## config.mk

```make
export PLATFORM = sky130hd
export DESIGN_NAME = ubx_nav_frame_parser_flat
export DESIGN_NICKNAME = d
export VERILOG_FILES = /design/src/unpf_pkg.sv /design/src/unpf_if.sv /design/src/unpf_front.sv /design/src/unpf_queue.sv /design/src/unpf_back.sv /design/src/ubx_nav_frame_parser.sv /design/src/flat_wrapper.sv
export SDC_FILE = /design/constraint.sdc
export NUM_CORES = 2
export LEC_CHECK = 0
export BUFFER_PORTS_ARGS = -buffer_cell sky130_fd_sc_hd__buf_2
export CAP_MARGIN = 10
export CORE_MARGIN = 2
export CORE_UTILIZATION = 45
export DETAILED_ROUTE_END_ITERATION = 10
export PLACE_DENSITY = 0.69
export SETUP_SLACK_MARGIN = 0.05
export SYNTH_ARGS = -nofsm -noshare
export SYNTH_HDL_FRONTEND = slang
export SYNTH_HIERARCHICAL = 1
export SYNTH_SLANG_ARGS = --single-unit
```

## constraint.sdc

```tcl
create_clock -name clk -period 19.41 [get_ports clk]
set_input_delay 0.9705 -clock clk [delete_from_list [all_inputs] [get_ports clk]]
set_output_delay 0.9705 -clock clk [all_outputs]
set_load 0.005 [all_outputs]
```

## src/unpf_pkg.sv

```systemverilog
// Shared constants, types and helper functions of the frame parser.
`timescale 1ns / 1ps
package unpf_pkg;

  localparam logic [7:0] SYNC_FIRST  = 8'hB5;
  localparam logic [7:0] SYNC_SECOND = 8'h62;
  localparam logic [7:0] ID_POSLLH   = 8'h02;
  localparam logic [7:0] ID_STATUS   = 8'h03;
  localparam logic [7:0] ID_SOL      = 8'h06;
  localparam logic [7:0] ID_VELNED   = 8'h12;
  localparam logic [6:0] MAX_LEN_RESET = 7'd70;

  // payload offsets that any decoder reads: 4..11, 16..27, 47
  localparam int SLOT_COUNT = 21;
  localparam int SLOT_LON       = 0;   // offset 4
  localparam int SLOT_STAT_TYPE = 0;   // offset 4
  localparam int SLOT_STAT_FLAG = 1;   // offset 5
  localparam int SLOT_LAT       = 4;   // offset 8
  localparam int SLOT_SOL_TYPE  = 6;   // offset 10
  localparam int SLOT_SOL_FLAG  = 7;   // offset 11
  localparam int SLOT_HMSL      = 8;   // offset 16
  localparam int SLOT_SPEED     = 12;  // offset 20
  localparam int SLOT_HEADING   = 16;  // offset 24
  localparam int SLOT_NUMSV     = 20;  // offset 47

  localparam int QUEUE_DEPTH = 2;

  // reciprocal constants: x/1000 and (x>>4)/625
  localparam logic [31:0] DIV1000_MAGIC = 32'd2199023256;
  localparam int          DIV1000_SHIFT = 41;
  localparam int          DIV10000_PRE  = 4;
  localparam logic [28:0] DIV625_MAGIC  = 29'd439804652;
  localparam int          DIV625_SHIFT  = 38;

  typedef logic [4:0] slot_idx_t;

  typedef struct packed {
    logic [7:0]                       id;
    logic [SLOT_COUNT-1:0][7:0]       slot;
  } frame_t;

  typedef struct packed {
    logic      hit;
    slot_idx_t idx;
  } slot_map_t;

  function automatic slot_map_t slot_of(input logic [6:0] pos);
    slot_map_t m;
    m.hit = 1'b1;
    m.idx = '0;
    if (pos >= 7'd4 && pos <= 7'd11) begin
      m.idx = 5'(pos - 7'd4);
    end else if (pos >= 7'd16 && pos <= 7'd27) begin
      m.idx = 5'(pos - 7'd8);
    end else if (pos == 7'd47) begin
      m.idx = 5'(SLOT_NUMSV);
    end else begin
      m.hit = 1'b0;
    end
    return m;
  endfunction

  function automatic logic [31:0] word_at(input frame_t f, input int base);
    return {f.slot[base+3], f.slot[base+2], f.slot[base+1], f.slot[base]};
  endfunction

  function automatic logic fix_ok(input logic [7:0] kind_code, input logic [7:0] flags);
    return flags[0] && (kind_code == 8'd2 || kind_code == 8'd3);
  endfunction

endpackage

```

## src/unpf_if.sv

```systemverilog
// Valid/ready channel interfaces for received bytes and decoded results.
`timescale 1ns / 1ps
interface unpf_in_if;
  logic       valid;
  logic       ready;
  logic [7:0] rx_byte;
  modport source (output valid, output rx_byte, input ready);
  modport sink   (input valid, input rx_byte, output ready);
endinterface

interface unpf_out_if;
  logic               valid;
  logic               ready;
  logic               msg_recognized;
  logic               fresh_pos_and_vel;
  logic signed [31:0] latitude;
  logic signed [31:0] longitude;
  logic signed [22:0] altitude_m;
  logic               fix_valid;
  logic [7:0]         satellites;
  logic [31:0]        ground_speed;
  logic [15:0]        ground_course;
  modport source (output valid, output msg_recognized, output fresh_pos_and_vel,
                  output latitude, output longitude, output altitude_m,
                  output fix_valid, output satellites, output ground_speed,
                  output ground_course, input ready);
  modport sink   (input valid, input msg_recognized, input fresh_pos_and_vel,
                  input latitude, input longitude, input altitude_m,
                  input fix_valid, input satellites, input ground_speed,
                  input ground_course, output ready);
endinterface

```

## src/unpf_front.sv

```systemverilog
// Byte-level frame tracker: sync hunt, header, payload capture, checksum.
`timescale 1ns / 1ps
module unpf_front (
  input  logic             clk,
  input  logic             rst_n,
  input  logic             cfg_we,
  input  logic [6:0]       cfg_wdata,
  input  logic             byte_valid,
  input  logic [7:0]       byte_data,
  output logic             byte_ready,
  input  logic             push_room,
  output logic             push_valid,
  output unpf_pkg::frame_t push_frame
);
  import unpf_pkg::*;

  localparam logic [3:0] ST_HUNT    = 4'd0;
  localparam logic [3:0] ST_SYNC2   = 4'd1;
  localparam logic [3:0] ST_CLASS   = 4'd2;
  localparam logic [3:0] ST_ID      = 4'd3;
  localparam logic [3:0] ST_LEN_LO  = 4'd4;
  localparam logic [3:0] ST_LEN_HI  = 4'd5;
  localparam logic [3:0] ST_PAYLOAD = 4'd6;
  localparam logic [3:0] ST_CK_A    = 4'd7;
  localparam logic [3:0] ST_CK_B    = 4'd8;

  logic [3:0]  step_r, step_nxt;
  logic [7:0]  sum_a_r, sum_a_nxt;
  logic [7:0]  sum_b_r, sum_b_nxt;
  logic [7:0]  id_r, id_nxt;
  logic [7:0]  len_lo_r, len_lo_nxt;
  logic [6:0]  len_r, len_nxt;
  logic [6:0]  count_r, count_nxt;
  logic [6:0]  max_len_r;
  logic [SLOT_COUNT-1:0][7:0] slot_r, slot_nxt;
  logic        accept;
  logic [7:0]  add_a, add_b;
  logic [6:0]  count_inc;
  logic [3:0]  hunt_step;
  slot_map_t   map;

  assign byte_ready = push_room;
  assign accept     = byte_valid && byte_ready;
  assign add_a      = sum_a_r + byte_data;
  assign add_b      = sum_b_r + add_a;
  assign count_inc  = count_r + 7'd1;
  assign hunt_step  = (byte_data == SYNC_FIRST) ? ST_SYNC2 : ST_HUNT;
  assign map        = slot_of(count_r);

  assign push_valid       = accept && (step_r == ST_CK_B) && (byte_data == sum_b_r);
  assign push_frame.id    = id_r;
  assign push_frame.slot  = slot_r;

  always_comb begin
    step_nxt   = step_r;
    sum_a_nxt  = sum_a_r;
    sum_b_nxt  = sum_b_r;
    id_nxt     = id_r;
    len_lo_nxt = len_lo_r;
    len_nxt    = len_r;
    count_nxt  = count_r;
    slot_nxt   = slot_r;
    unique case (step_r)
      ST_SYNC2: begin
        step_nxt = (byte_data == SYNC_SECOND) ? ST_CLASS : hunt_step;
      end
      ST_CLASS: begin
        sum_a_nxt = byte_data;
        sum_b_nxt = byte_data;
        step_nxt  = ST_ID;
      end
      ST_ID: begin
        sum_a_nxt = add_a;
        sum_b_nxt = add_b;
        id_nxt    = byte_data;
        step_nxt  = ST_LEN_LO;
      end
      ST_LEN_LO: begin
        sum_a_nxt  = add_a;
        sum_b_nxt  = add_b;
        len_lo_nxt = byte_data;
        step_nxt   = ST_LEN_HI;
      end
      ST_LEN_HI: begin
        sum_a_nxt = add_a;
        sum_b_nxt = add_b;
        if ({byte_data, len_lo_r} > {9'd0, max_len_r}) begin
          step_nxt = hunt_step;
        end else begin
          count_nxt = '0;
          len_nxt   = len_lo_r[6:0];
          step_nxt  = (len_lo_r == 8'd0) ? ST_CK_A : ST_PAYLOAD;
        end
      end
      ST_PAYLOAD: begin
        sum_a_nxt = add_a;
        sum_b_nxt = add_b;
        if (map.hit) slot_nxt[map.idx] = byte_data;
        count_nxt = count_inc;
        if (count_inc == len_r) step_nxt = ST_CK_A;
      end
      ST_CK_A: begin
        step_nxt = (byte_data != sum_a_r) ? hunt_step : ST_CK_B;
      end
      ST_CK_B: begin
        step_nxt = ST_HUNT;
      end
      default: begin
        step_nxt = hunt_step;
      end
    endcase
  end

  always_ff @(posedge clk) begin
    if (!rst_n) begin
      step_r    <= ST_HUNT;
      sum_a_r   <= '0;
      sum_b_r   <= '0;
      id_r      <= '0;
      len_lo_r  <= '0;
      len_r     <= '0;
      count_r   <= '0;
      slot_r    <= '0;
      max_len_r <= MAX_LEN_RESET;
    end else begin
      if (cfg_we) max_len_r <= cfg_wdata;
      if (accept) begin
        step_r   <= step_nxt;
        sum_a_r  <= sum_a_nxt;
        sum_b_r  <= sum_b_nxt;
        id_r     <= id_nxt;
        len_lo_r <= len_lo_nxt;
        len_r    <= len_nxt;
        count_r  <= count_nxt;
        slot_r   <= slot_nxt;
      end
    end
  end

endmodule

```

## src/unpf_queue.sv

```systemverilog
// Short frame queue between the byte tracker and the decoder.
`timescale 1ns / 1ps
module unpf_queue (
  input  logic             clk,
  input  logic             rst_n,
  input  logic             push,
  input  unpf_pkg::frame_t push_data,
  output logic             room,
  input  logic             pop,
  output logic             avail,
  output unpf_pkg::frame_t pop_data
);
  import unpf_pkg::*;

  localparam int PW = $clog2(QUEUE_DEPTH);

  frame_t              mem_r [QUEUE_DEPTH];
  logic [PW-1:0]       wr_r, rd_r;
  logic [PW:0]         cnt_r;

  assign room     = (cnt_r != (PW+1)'(QUEUE_DEPTH));
  assign avail    = (cnt_r != '0);
  assign pop_data = mem_r[rd_r];

  always_ff @(posedge clk) begin
    if (push) mem_r[wr_r] <= push_data;
  end

  always_ff @(posedge clk) begin
    if (!rst_n) begin
      wr_r  <= '0;
      rd_r  <= '0;
      cnt_r <= '0;
    end else begin
      if (push) wr_r <= (wr_r == PW'(QUEUE_DEPTH-1)) ? '0 : wr_r + PW'(1);
      if (pop)  rd_r <= (rd_r == PW'(QUEUE_DEPTH-1)) ? '0 : rd_r + PW'(1);
      case ({push, pop})
        2'b10:   cnt_r <= cnt_r + (PW+1)'(1);
        2'b01:   cnt_r <= cnt_r - (PW+1)'(1);
        default: cnt_r <= cnt_r;
      endcase
    end
  end

endmodule

```

## src/unpf_back.sv

```systemverilog
// Message decoder: scaled divides, held navigation state, result register.
`timescale 1ns / 1ps
module unpf_back (
  input  logic             clk,
  input  logic             rst_n,
  input  logic             q_avail,
  input  unpf_pkg::frame_t q_data,
  output logic             q_pop,
  unpf_out_if.source       out_if
);
  import unpf_pkg::*;

  localparam logic [1:0] B_IDLE = 2'd0;
  localparam logic [1:0] B_MUL  = 2'd1;
  localparam logic [1:0] B_FIN  = 2'd2;

  logic [1:0]  state_r;
  frame_t      frm_r;
  logic        alt_neg_r, crs_neg_r;
  logic [31:0] alt_mag_r, crs_mag_r;
  logic [63:0] alt_prod_r;
  logic [56:0] crs_prod_r;
  logic [31:0] alt_raw, crs_raw;
  logic [21:0] alt_q;
  logic [15:0] crs_q;
  logic [22:0] alt_val;
  logic [15:0] crs_val;
  logic        load;

  logic        valid_r, recog_r, fresh_r;
  logic        pend_fix_r, fix_r, pos_mark_r, vel_mark_r;
  logic [31:0] lat_r, lon_r, speed_r;
  logic [22:0] alt_r;
  logic [7:0]  sats_r;
  logic [15:0] course_r;

  logic        recog_nxt, fresh_nxt, pend_fix_nxt, fix_nxt, pos_mark_nxt, vel_mark_nxt;
  logic [31:0] lat_nxt, lon_nxt, speed_nxt;
  logic [22:0] alt_nxt;
  logic [7:0]  sats_nxt;
  logic [15:0] course_nxt;
  logic        ok_tmp;

  assign alt_raw = word_at(q_data, SLOT_HMSL);
  assign crs_raw = word_at(q_data, SLOT_HEADING);
  assign q_pop   = (state_r == B_IDLE) && q_avail;
  assign load    = (state_r == B_FIN) && (!valid_r || out_if.ready);

  assign alt_q   = alt_prod_r[DIV1000_SHIFT+21:DIV1000_SHIFT];
  assign crs_q   = crs_prod_r[DIV625_SHIFT+15:DIV625_SHIFT];
  assign alt_val = alt_neg_r ? (23'd0 - {1'b0, alt_q}) : {1'b0, alt_q};
  assign crs_val = crs_neg_r ? (16'd0 - crs_q) : crs_q;

  always_comb begin
    recog_nxt    = 1'b1;
    fresh_nxt    = 1'b0;
    pend_fix_nxt = pend_fix_r;
    fix_nxt      = fix_r;
    pos_mark_nxt = pos_mark_r;
    vel_mark_nxt = vel_mark_r;
    lat_nxt      = lat_r;
    lon_nxt      = lon_r;
    alt_nxt      = alt_r;
    sats_nxt     = sats_r;
    speed_nxt    = speed_r;
    course_nxt   = course_r;
    ok_tmp       = 1'b0;
    unique case (frm_r.id)
      ID_POSLLH: begin
        lon_nxt      = word_at(frm_r, SLOT_LON);
        lat_nxt      = word_at(frm_r, SLOT_LAT);
        alt_nxt      = alt_val;
        fix_nxt      = pend_fix_r;
        pos_mark_nxt = 1'b1;
      end
      ID_STATUS: begin
        ok_tmp       = fix_ok(frm_r.slot[SLOT_STAT_TYPE], frm_r.slot[SLOT_STAT_FLAG]);
        pend_fix_nxt = ok_tmp;
        if (!ok_tmp) fix_nxt = 1'b0;
      end
      ID_SOL: begin
        ok_tmp       = fix_ok(frm_r.slot[SLOT_SOL_TYPE], frm_r.slot[SLOT_SOL_FLAG]);
        pend_fix_nxt = ok_tmp;
        if (!ok_tmp) fix_nxt = 1'b0;
        sats_nxt     = frm_r.slot[SLOT_NUMSV];
      end
      ID_VELNED: begin
        speed_nxt    = word_at(frm_r, SLOT_SPEED);
        course_nxt   = crs_val;
        vel_mark_nxt = 1'b1;
      end
      default: begin
        recog_nxt = 1'b0;
      end
    endcase
    if (recog_nxt && pos_mark_nxt && vel_mark_nxt) begin
      pos_mark_nxt = 1'b0;
      vel_mark_nxt = 1'b0;
      fresh_nxt    = 1'b1;
    end
  end

  // datapath pipeline: magnitudes, then reciprocal products
  always_ff @(posedge clk) begin
    if (q_pop) begin
      frm_r     <= q_data;
      alt_neg_r <= alt_raw[31];
      crs_neg_r <= crs_raw[31];
      alt_mag_r <= alt_raw[31] ? (32'd0 - alt_raw) : alt_raw;
      crs_mag_r <= crs_raw[31] ? (32'd0 - crs_raw) : crs_raw;
    end
    if (state_r == B_MUL) begin
      alt_prod_r <= alt_mag_r * DIV1000_MAGIC;
      crs_prod_r <= crs_mag_r[31:DIV10000_PRE] * DIV625_MAGIC;
    end
  end

  always_ff @(posedge clk) begin
    if (!rst_n) begin
      state_r    <= B_IDLE;
      valid_r    <= 1'b0;
      recog_r    <= 1'b0;
      fresh_r    <= 1'b0;
      pend_fix_r <= 1'b0;
      fix_r      <= 1'b0;
      pos_mark_r <= 1'b0;
      vel_mark_r <= 1'b0;
      lat_r      <= '0;
      lon_r      <= '0;
      alt_r      <= '0;
      sats_r     <= '0;
      speed_r    <= '0;
      course_r   <= '0;
    end else begin
      unique case (state_r)
        B_IDLE:  if (q_pop) state_r <= B_MUL;
        B_MUL:   state_r <= B_FIN;
        B_FIN:   if (load) state_r <= B_IDLE;
        default: state_r <= B_IDLE;
      endcase
      if (load) begin
        valid_r    <= 1'b1;
        recog_r    <= recog_nxt;
        fresh_r    <= fresh_nxt;
        pend_fix_r <= pend_fix_nxt;
        fix_r      <= fix_nxt;
        pos_mark_r <= pos_mark_nxt;
        vel_mark_r <= vel_mark_nxt;
        lat_r      <= lat_nxt;
        lon_r      <= lon_nxt;
        alt_r      <= alt_nxt;
        sats_r     <= sats_nxt;
        speed_r    <= speed_nxt;
        course_r   <= course_nxt;
      end else if (out_if.ready) begin
        valid_r    <= 1'b0;
      end
    end
  end

  assign out_if.valid             = valid_r;
  assign out_if.msg_recognized    = recog_r;
  assign out_if.fresh_pos_and_vel = fresh_r;
  assign out_if.latitude          = lat_r;
  assign out_if.longitude         = lon_r;
  assign out_if.altitude_m        = alt_r;
  assign out_if.fix_valid         = fix_r;
  assign out_if.satellites        = sats_r;
  assign out_if.ground_speed      = speed_r;
  assign out_if.ground_course     = course_r;

endmodule

```

## src/ubx_nav_frame_parser.sv

```systemverilog
// Top level of the navigation frame parser: tracker, frame queue, decoder.
// Throughput: one received word per cycle; in_if.ready drops only while the
//   two-entry frame queue is full (decoder stalled by the result consumer).
// Path: after the second checksum word is taken, a frame passes the queue write,
//   decoder magnitude stage, reciprocal multiply stage and result register.
// Reset (rst_n low, synchronous): hunting for sync, sums/marks/held fields 0,
//   payload length limit 70, no result pending.
`timescale 1ns / 1ps
module ubx_nav_frame_parser (
  input  logic       clk,
  input  logic       rst_n,
  input  logic       cfg_we,
  input  logic [6:0] cfg_wdata,
  unpf_in_if.sink    in_if,
  unpf_out_if.source out_if
);
  import unpf_pkg::*;

  // tracker -> queue
  logic   push_valid, push_room;
  frame_t push_frame;
  // queue -> decoder
  logic   q_avail, q_pop;
  frame_t q_data;

  // Front: walks each word through sync, header, payload and both checksum
  // bytes; keeps only the payload offsets that a decoder reads.
  unpf_front u_front (
    .clk        (clk),
    .rst_n      (rst_n),
    .cfg_we     (cfg_we),
    .cfg_wdata  (cfg_wdata),
    .byte_valid (in_if.valid),
    .byte_data  (in_if.rx_byte),
    .byte_ready (in_if.ready),
    .push_room  (push_room),
    .push_valid (push_valid),
    .push_frame (push_frame)
  );

  // Checked frames wait here so header parsing waits on the decoder only while the queue is full.
  unpf_queue u_queue (
    .clk       (clk),
    .rst_n     (rst_n),
    .push      (push_valid),
    .push_data (push_frame),
    .room      (push_room),
    .pop       (q_pop),
    .avail     (q_avail),
    .pop_data  (q_data)
  );

  // Back: decode by id, divide altitude/heading, update held fields.
  unpf_back u_back (
    .clk     (clk),
    .rst_n   (rst_n),
    .q_avail (q_avail),
    .q_data  (q_data),
    .q_pop   (q_pop),
    .out_if  (out_if)
  );

endmodule

```

## src/flat_wrapper.sv

```systemverilog
// flat-port wrapper written by rule: the top's interface ports become plain ports
module ubx_nav_frame_parser_flat import unpf_pkg::*;
  (clk, rst_n, cfg_we, cfg_wdata, in_if_valid, in_if_rx_byte, in_if_ready, out_if_valid, out_if_msg_recognized, out_if_fresh_pos_and_vel, out_if_latitude, out_if_longitude, out_if_altitude_m, out_if_fix_valid, out_if_satellites, out_if_ground_speed, out_if_ground_course, out_if_ready);
  unpf_in_if in_if_i ();
  unpf_out_if out_if_i ();
  input  logic clk;
  input  logic rst_n;
  input  logic cfg_we;
  input  logic [6:0] cfg_wdata;
  input wire logic [$bits(in_if_i.valid)-1:0] in_if_valid;
  input wire logic [$bits(in_if_i.rx_byte)-1:0] in_if_rx_byte;
  output wire logic [$bits(in_if_i.ready)-1:0] in_if_ready;
  output wire logic [$bits(out_if_i.valid)-1:0] out_if_valid;
  output wire logic [$bits(out_if_i.msg_recognized)-1:0] out_if_msg_recognized;
  output wire logic [$bits(out_if_i.fresh_pos_and_vel)-1:0] out_if_fresh_pos_and_vel;
  output wire logic [$bits(out_if_i.latitude)-1:0] out_if_latitude;
  output wire logic [$bits(out_if_i.longitude)-1:0] out_if_longitude;
  output wire logic [$bits(out_if_i.altitude_m)-1:0] out_if_altitude_m;
  output wire logic [$bits(out_if_i.fix_valid)-1:0] out_if_fix_valid;
  output wire logic [$bits(out_if_i.satellites)-1:0] out_if_satellites;
  output wire logic [$bits(out_if_i.ground_speed)-1:0] out_if_ground_speed;
  output wire logic [$bits(out_if_i.ground_course)-1:0] out_if_ground_course;
  input wire logic [$bits(out_if_i.ready)-1:0] out_if_ready;
  assign in_if_i.valid = in_if_valid;
  assign in_if_i.rx_byte = in_if_rx_byte;
  assign in_if_ready = in_if_i.ready;
  assign out_if_valid = out_if_i.valid;
  assign out_if_msg_recognized = out_if_i.msg_recognized;
  assign out_if_fresh_pos_and_vel = out_if_i.fresh_pos_and_vel;
  assign out_if_latitude = out_if_i.latitude;
  assign out_if_longitude = out_if_i.longitude;
  assign out_if_altitude_m = out_if_i.altitude_m;
  assign out_if_fix_valid = out_if_i.fix_valid;
  assign out_if_satellites = out_if_i.satellites;
  assign out_if_ground_speed = out_if_i.ground_speed;
  assign out_if_ground_course = out_if_i.ground_course;
  assign out_if_i.ready = out_if_ready;
  ubx_nav_frame_parser u_core (.clk(clk), .rst_n(rst_n), .cfg_we(cfg_we), .cfg_wdata(cfg_wdata), .in_if(in_if_i), .out_if(out_if_i));
endmodule
```

; ---- Word level (Yosys, flattened, before mapping)
; Memories as Yosys holds them, arrays and structs flattened. A register that Yosys moved wholly into a read port is not among the register bits.
; Index checks and enable logic that the tools add are counted.
[totals]
reg_bits = 671
n_memories = 1
out_inout_bits = 148
input_bits = 20
mem_bits_rw = 352
word_cells = 211
[mem_list]
columns = name, words, width, read_ports, rd_ports_with_merged_regs, write_ports, line_no
row1 = u_core.u_queue.mem_r, 2, 176, 1, 1, 1, unpf_queue.sv:17  ; frame_t mem_r [QUEUE_DEPTH];
[op_classes]
reduce_logical = 40
n_addsub = 13
eq_ne = 33
bitwise_logic = 1
multipliers = 2
mux = 46
n_lt_le_gt_ge = 7
[op_table]
columns = cell, n
row1 = $bwmux 168, 1
row2 = $sub 1x32->32 const A, 2
row3 = $mux 31, 2
row4 = $mul 32x29->60 const B, 1
row5 = $mul 28x27->52 const B, 1
row6 = $eq 8x2->1 const B, 6
row7 = $demux 8 s5, 1
row8 = $pmux 4 s8, 1
row9 = $pmux 8 s2, 2
row10 = $mux 23, 1
row11 = $sub 1x22->23 const A, 1
row12 = $mux 1, 21
row13 = $reduce_and 2->1, 9
row14 = $add 8x8->8, 2
row15 = $eq 4x3->1 const B, 4
row16 = $gt 16x7->1, 1
row17 = $mux 16, 1
row18 = $sub 1x16->16 const A, 1
row19 = $mux 5, 3
row20 = $pmux 7 s2, 1
row21 = $logic_and 1x1->1, 12
row22 = $ne 2x2->1 const B, 6
row23 = $reduce_bool 2->1, 6
row24 = $reduce_and 3->1, 3
row25 = 43 further kinds, 53

; ---- Longest topological paths before layout
[logic_depth]
depth_word = 9
mapped_depth = 24
ltp_nobuf = 24

; ---- By module
; Netlist, hierarchy kept.
[modules_own_cells]
columns = module, cells_each, seq_area_each_um2, n_inst, area_per_inst_um2
row1 = unpf_back, 3883, 9409.0, 1, 41034.4
row2 = unpf_queue, 570, 10670.2, 1, 13354.1
row3 = unpf_front, 1107, 4504.3, 1, 9917.0

; ---- Worst setup path after synthesis
; Ideal clock, no wire load.
[synth_path]
path_kind = flip-flop to flip-flop
startpoint = register u_core.u_queue.cnt_r[0]
endpoint = register u_core.u_queue.cnt_r[1]
t_required_ns = 19.340
period_less_slack_ns = 15.575
setup_time_ns = 0.070
path_slack_ns = 3.835
stages_incl_launch_ff = 6
n_path_buf = 0
arrival_time_ns = 15.505
path_cell_list = dfxtp_1 or2_2 nor3b_1 ha_1 or3_1 a21boi_1
[synth_via]
elab_cells_between_ends = 12
classes_between = add/sub: 2 / eq/ne: 3 / mux: 1 / reduce/logical: 6
[synth_lines]
columns = element, line_no
row1 = from (decl), unpf_queue.sv:19  ; logic [PW:0] cnt_r;
row2 = from (signal assigned), unpf_queue.sv:38  ; 2'b10: cnt_r <= cnt_r + (PW+1)'(1);
row3 = from (signal assigned), unpf_queue.sv:39  ; 2'b01: cnt_r <= cnt_r - (PW+1)'(1);
row4 = from (signal assigned), unpf_queue.sv:40  ; default: cnt_r <= cnt_r;
row5 = $reduce_bool 2->1 *, unpf_queue.sv:22  ; assign avail = (cnt_r != '0);
row6 = net u_core.q_avail, ubx_nav_frame_parser.sv:23  ; logic q_avail, q_pop;
row7 = $logic_and 1x1->1 *, unpf_back.sv:46  ; assign q_pop = (state_r == B_IDLE) && q_avail;
row8 = net u_core.q_pop, ubx_nav_frame_parser.sv:23
row9 = $eq 2x1->1 / $eq 2x2->1 (equally long branches), unpf_queue.sv:37  ; case ({push, pop})
row10 = $pmux 2 s2 / $reduce_bool 2->1 (equally long branches), n/a
; The timed path passes the listed nets; every way through them passes the cells marked *.
; A chain may end at the register's enable or synchronous reset.

; ---- Worst setup path in the final report
[layout_path]
startpoint = register u_core.u_back.alt_mag_r[23]
endpoint = register u_core.u_back.alt_prod_r[60], data pin
[layout_via]
elab_chain_cells = 1
[layout_lines]
columns = element, line_no
row1 = from (decl), unpf_back.sv:20  ; logic [31:0] alt_mag_r, crs_mag_r;
row2 = from (signal assigned), unpf_back.sv:109  ; alt_mag_r <= alt_raw[31] ? (32'd0 - alt_raw) : alt_raw;
row3 = $mul 32x29->60, unpf_back.sv:113  ; alt_prod_r <= alt_mag_r * DIV1000_MAGIC;
row4 = to (signal assigned), unpf_back.sv:113
row5 = to (decl), unpf_back.sv:21  ; logic [63:0] alt_prod_r;
; Every way passes these cells.

==> metrics.csv <==
metric;value;unit
outcome;finished clean;
FMAX;118;MHz
reg2reg setup slack;10.92;ns
CTS sink cnt;946;
Critical Path Fanout Max;10;
post-synth net total;6894;
IO buf count;167;
final setup fails;0;
Cell variety after synth;91;
maximum vdd ir drop;0.0817;mV
Final Non-Filler Cells;7674;
Post-synth top flop;edfxtp_1;
antenna viol nets, final;0;
Slew Limit Fails;0;
RSZ-0062 raised after global routing;no;
CTS tree;built;
die width;382;um
Hold Path Class;register to register;
top cells by area, synth;edfxtp_1, fa_1, ha_1, dfxtp_1, inv_1;
area fraction of the dominant cell type after synthesis;0.263;
CTS Buf Count;97;
top-count cell post-synth;inv_1;
Worst R2R Start;u_core/u_back/alt_mag_r[23];
Die ar.;146000;um^2
initial antenna violation count;5;
Initial Util;0.454;
Die Ht;382;um
share of post-route cells with drive strength above 1;0.102;
CP required;19.95;ns
clk root buf;clkbuf_16;
gp weighted congestion;0.942;
Core ar.;142000;um^2
hold buffers post-CTS;0;
CP startpoint kind;register;
area leader, netlist;edfxtp_1;
hold path startpoint;u_core/u_front/push_frame[79];
Syn Area/Cell;11.6;um^2
Netlist Area Pre-Place;64300;um^2
clock period minus worst slack;8.49;ns
Pwr per Cell Area;70.8;nW/um^2
first-pass GRT wire length;235;mm
period utilisation layout;0.437;
# DRC;0;
PostCTS Resize Cnt;0;
NumNets Final;7031;
max cap viols;0;
Tot GR Track Use;0.207;
H-tree depth;3;
Clock Tree Buf Depth;3;
Initial DRT Pass Iterations;6;
asr flop ratio synth;0;
total negative slack;0;ns
Area Overhead vs Synth;9.42;%
cell count after placement;7487;
EDFF count, synth;564;
vias per inst;5.17;
largest net degree at the start of global routing;238;
worst slew pin tran;1.19;ns
Total Routed Length;150;mm
relative slew slack;0.207;
crit path from;u_core/u_back/alt_mag_r[23];
synth warn;6;
total number of vias;39678;
Worst Clk Skew;0.0736;ns
postcts setup bufs;0;
Pleak;29.5;nW
filler cell count;12430;
Post-DP HPWL;114;mm
clock latency on the worst-skew pair;0.71;ns
Worst EP arrival;9.02;ns
IO Pins;168;
vias in the first global route;41448;
Mapped Cells;5560;
Hold Violations, Final;0;
DRT iter0 DRCs;2722;
commonest cells in the netlist;inv_1, ha_1, fa_1, edfxtp_1, nand2_1;
row count;138;
Worst-path clk slew;0.06;ns
Yosys reg bits;946;
crit path kind;register to register;
Seq/Total Area, Yosys;0.382;
Avg WL per Cell;19.6;um
Worst setup EP type;register;
global route overflow;0;
[cells by family after synthesis]
group / synth area share
adders and majority gates: 0.330
buffers and inverters: 0.0738
and+or+nand+nor: 0.0715
DFF: 0.382
AOI/OAI and AO/OA: 0.0613
muxes: 0.0577
xor gates and xnor gates: 0.0229
[cells in the final DEF (no fill, tap or decap), types with 23 or more instances in the layout]
cell type and n:
buf_4 29, a211oi_1 37, ha_1 675, a21boi_0 33
a31oi_1 23, a21oi_1 176, o21ai_0 171, nand3_1 116
o31ai_1 29, a21o_1 52, dfxtp_1 381, nor2_1 138
xor2_1 55, mux2_4 101, edfxtp_1 564, clkinv_2 23
mux2_2 76, inv_1 1062, xnor2_1 113, clkbuf_16 100
nor2b_1 49, nand2_1 470, nor3_1 24, buf_2 166
mux2i_1 134, fa_1 639
[sequential cells by signal, indices dropped and copies added (netlist names), 28 cells and up, named ones only]
signal and count:
u_core/u_back/frm_r 112, u_core/u_back/out_if.ground_speed 32, u_core/u_back/alt_mag_r 32, u_core/u_queue/mem_r 352, u_core/u_back/crs_mag_r 28, u_core/u_back/out_if.latitude 32, u_core/u_front/push_frame 168, u_core/u_back/out_if.longitude 32
[area by class of cell]
class / instances / area, um^2 / share of cell area
multi-input cells: 3391 / 35000 / 0.498
flip-flops and latches: 946 / 24600 / 0.349
inverters: 1064 / 4000 / 0.0568
clock buffers: 129 / 2720 / 0.0386
well taps: 1890 / 2360 / 0.0336
repair buffers: 197 / 1080 / 0.0154
clock inverters: 55 / 598 / 0.00850
diodes: 2 / 5.00 / 0.0000711
[critical path: stages, from the launching register on]
cell and delay (ns):
edfxtp_1 0.61, ha_1 0.42, fa_1 0.46, fa_1 0.55
inv_1 0.05, fa_1 0.50, inv_1 0.05, fa_1 0.49
inv_1 0.05, fa_1 0.47, inv_1 0.05, fa_1 0.52
inv_1 0.05, fa_1 0.49, inv_1 0.04, ha_1 0.36
and4_1 0.34, nand4_1 0.24, nor4_1 0.72, nand2_1 0.15
o31ai_1 0.38, a31oi_1 0.27, o21a_1 0.29, or4b_2 0.64
nand3_1 0.11
[through the flow]
| step | instance area [um^2] | hold slack [ns] | setup WS (ns) | power [mW] | util |
|---|---|---|---|---|---|
| after floorplan | 64300 | 0.425 | 3.84 | 2.86 | - |
| after global placement | 67000 | 0.429 | 11.12 | 3.09 | 0.473 |
| after detailed placement | 67000 | 0.436 | 10.92 | 3.11 | 0.473 |
| after CTS | 70400 | 0.439 | 10.92 | 5.01 | 0.496 |
| after global routing | 70400 | 0.459 | 10.49 | 5.23 | 0.496 |
| final | 70400 | 0.446 | 10.92 | 4.98 | 0.496 |
[final timing paths]
kind                                                endpoint  cells past startpoint
worst min register to register   u_core/u_queue/mem_r[1][79]                      0
worst max-delay path            u_core/u_back/alt_prod_r[60]                     24
worst min-delay path             u_core/u_queue/mem_r[1][79]                      0
worst max register to register  u_core/u_back/alt_prod_r[60]                     24
[report_power, final]
group          internal, mW  switching [mW]  leakage (nW)
Clock                  1.09           0.806          1.64
Sequential             2.12         0.00447          7.08
Combinational         0.380           0.576          20.8
[per-layer routing]
layer  part of all wire  up-vias  track usage
met3              0.070      198       0.0422
met4              0.020        0       0.0482
met1               0.45    19684        0.291
met5                  0        -            0
met2               0.46     1099        0.332
li1                   -    18697            -
Power figures use the tool's default switching activity.
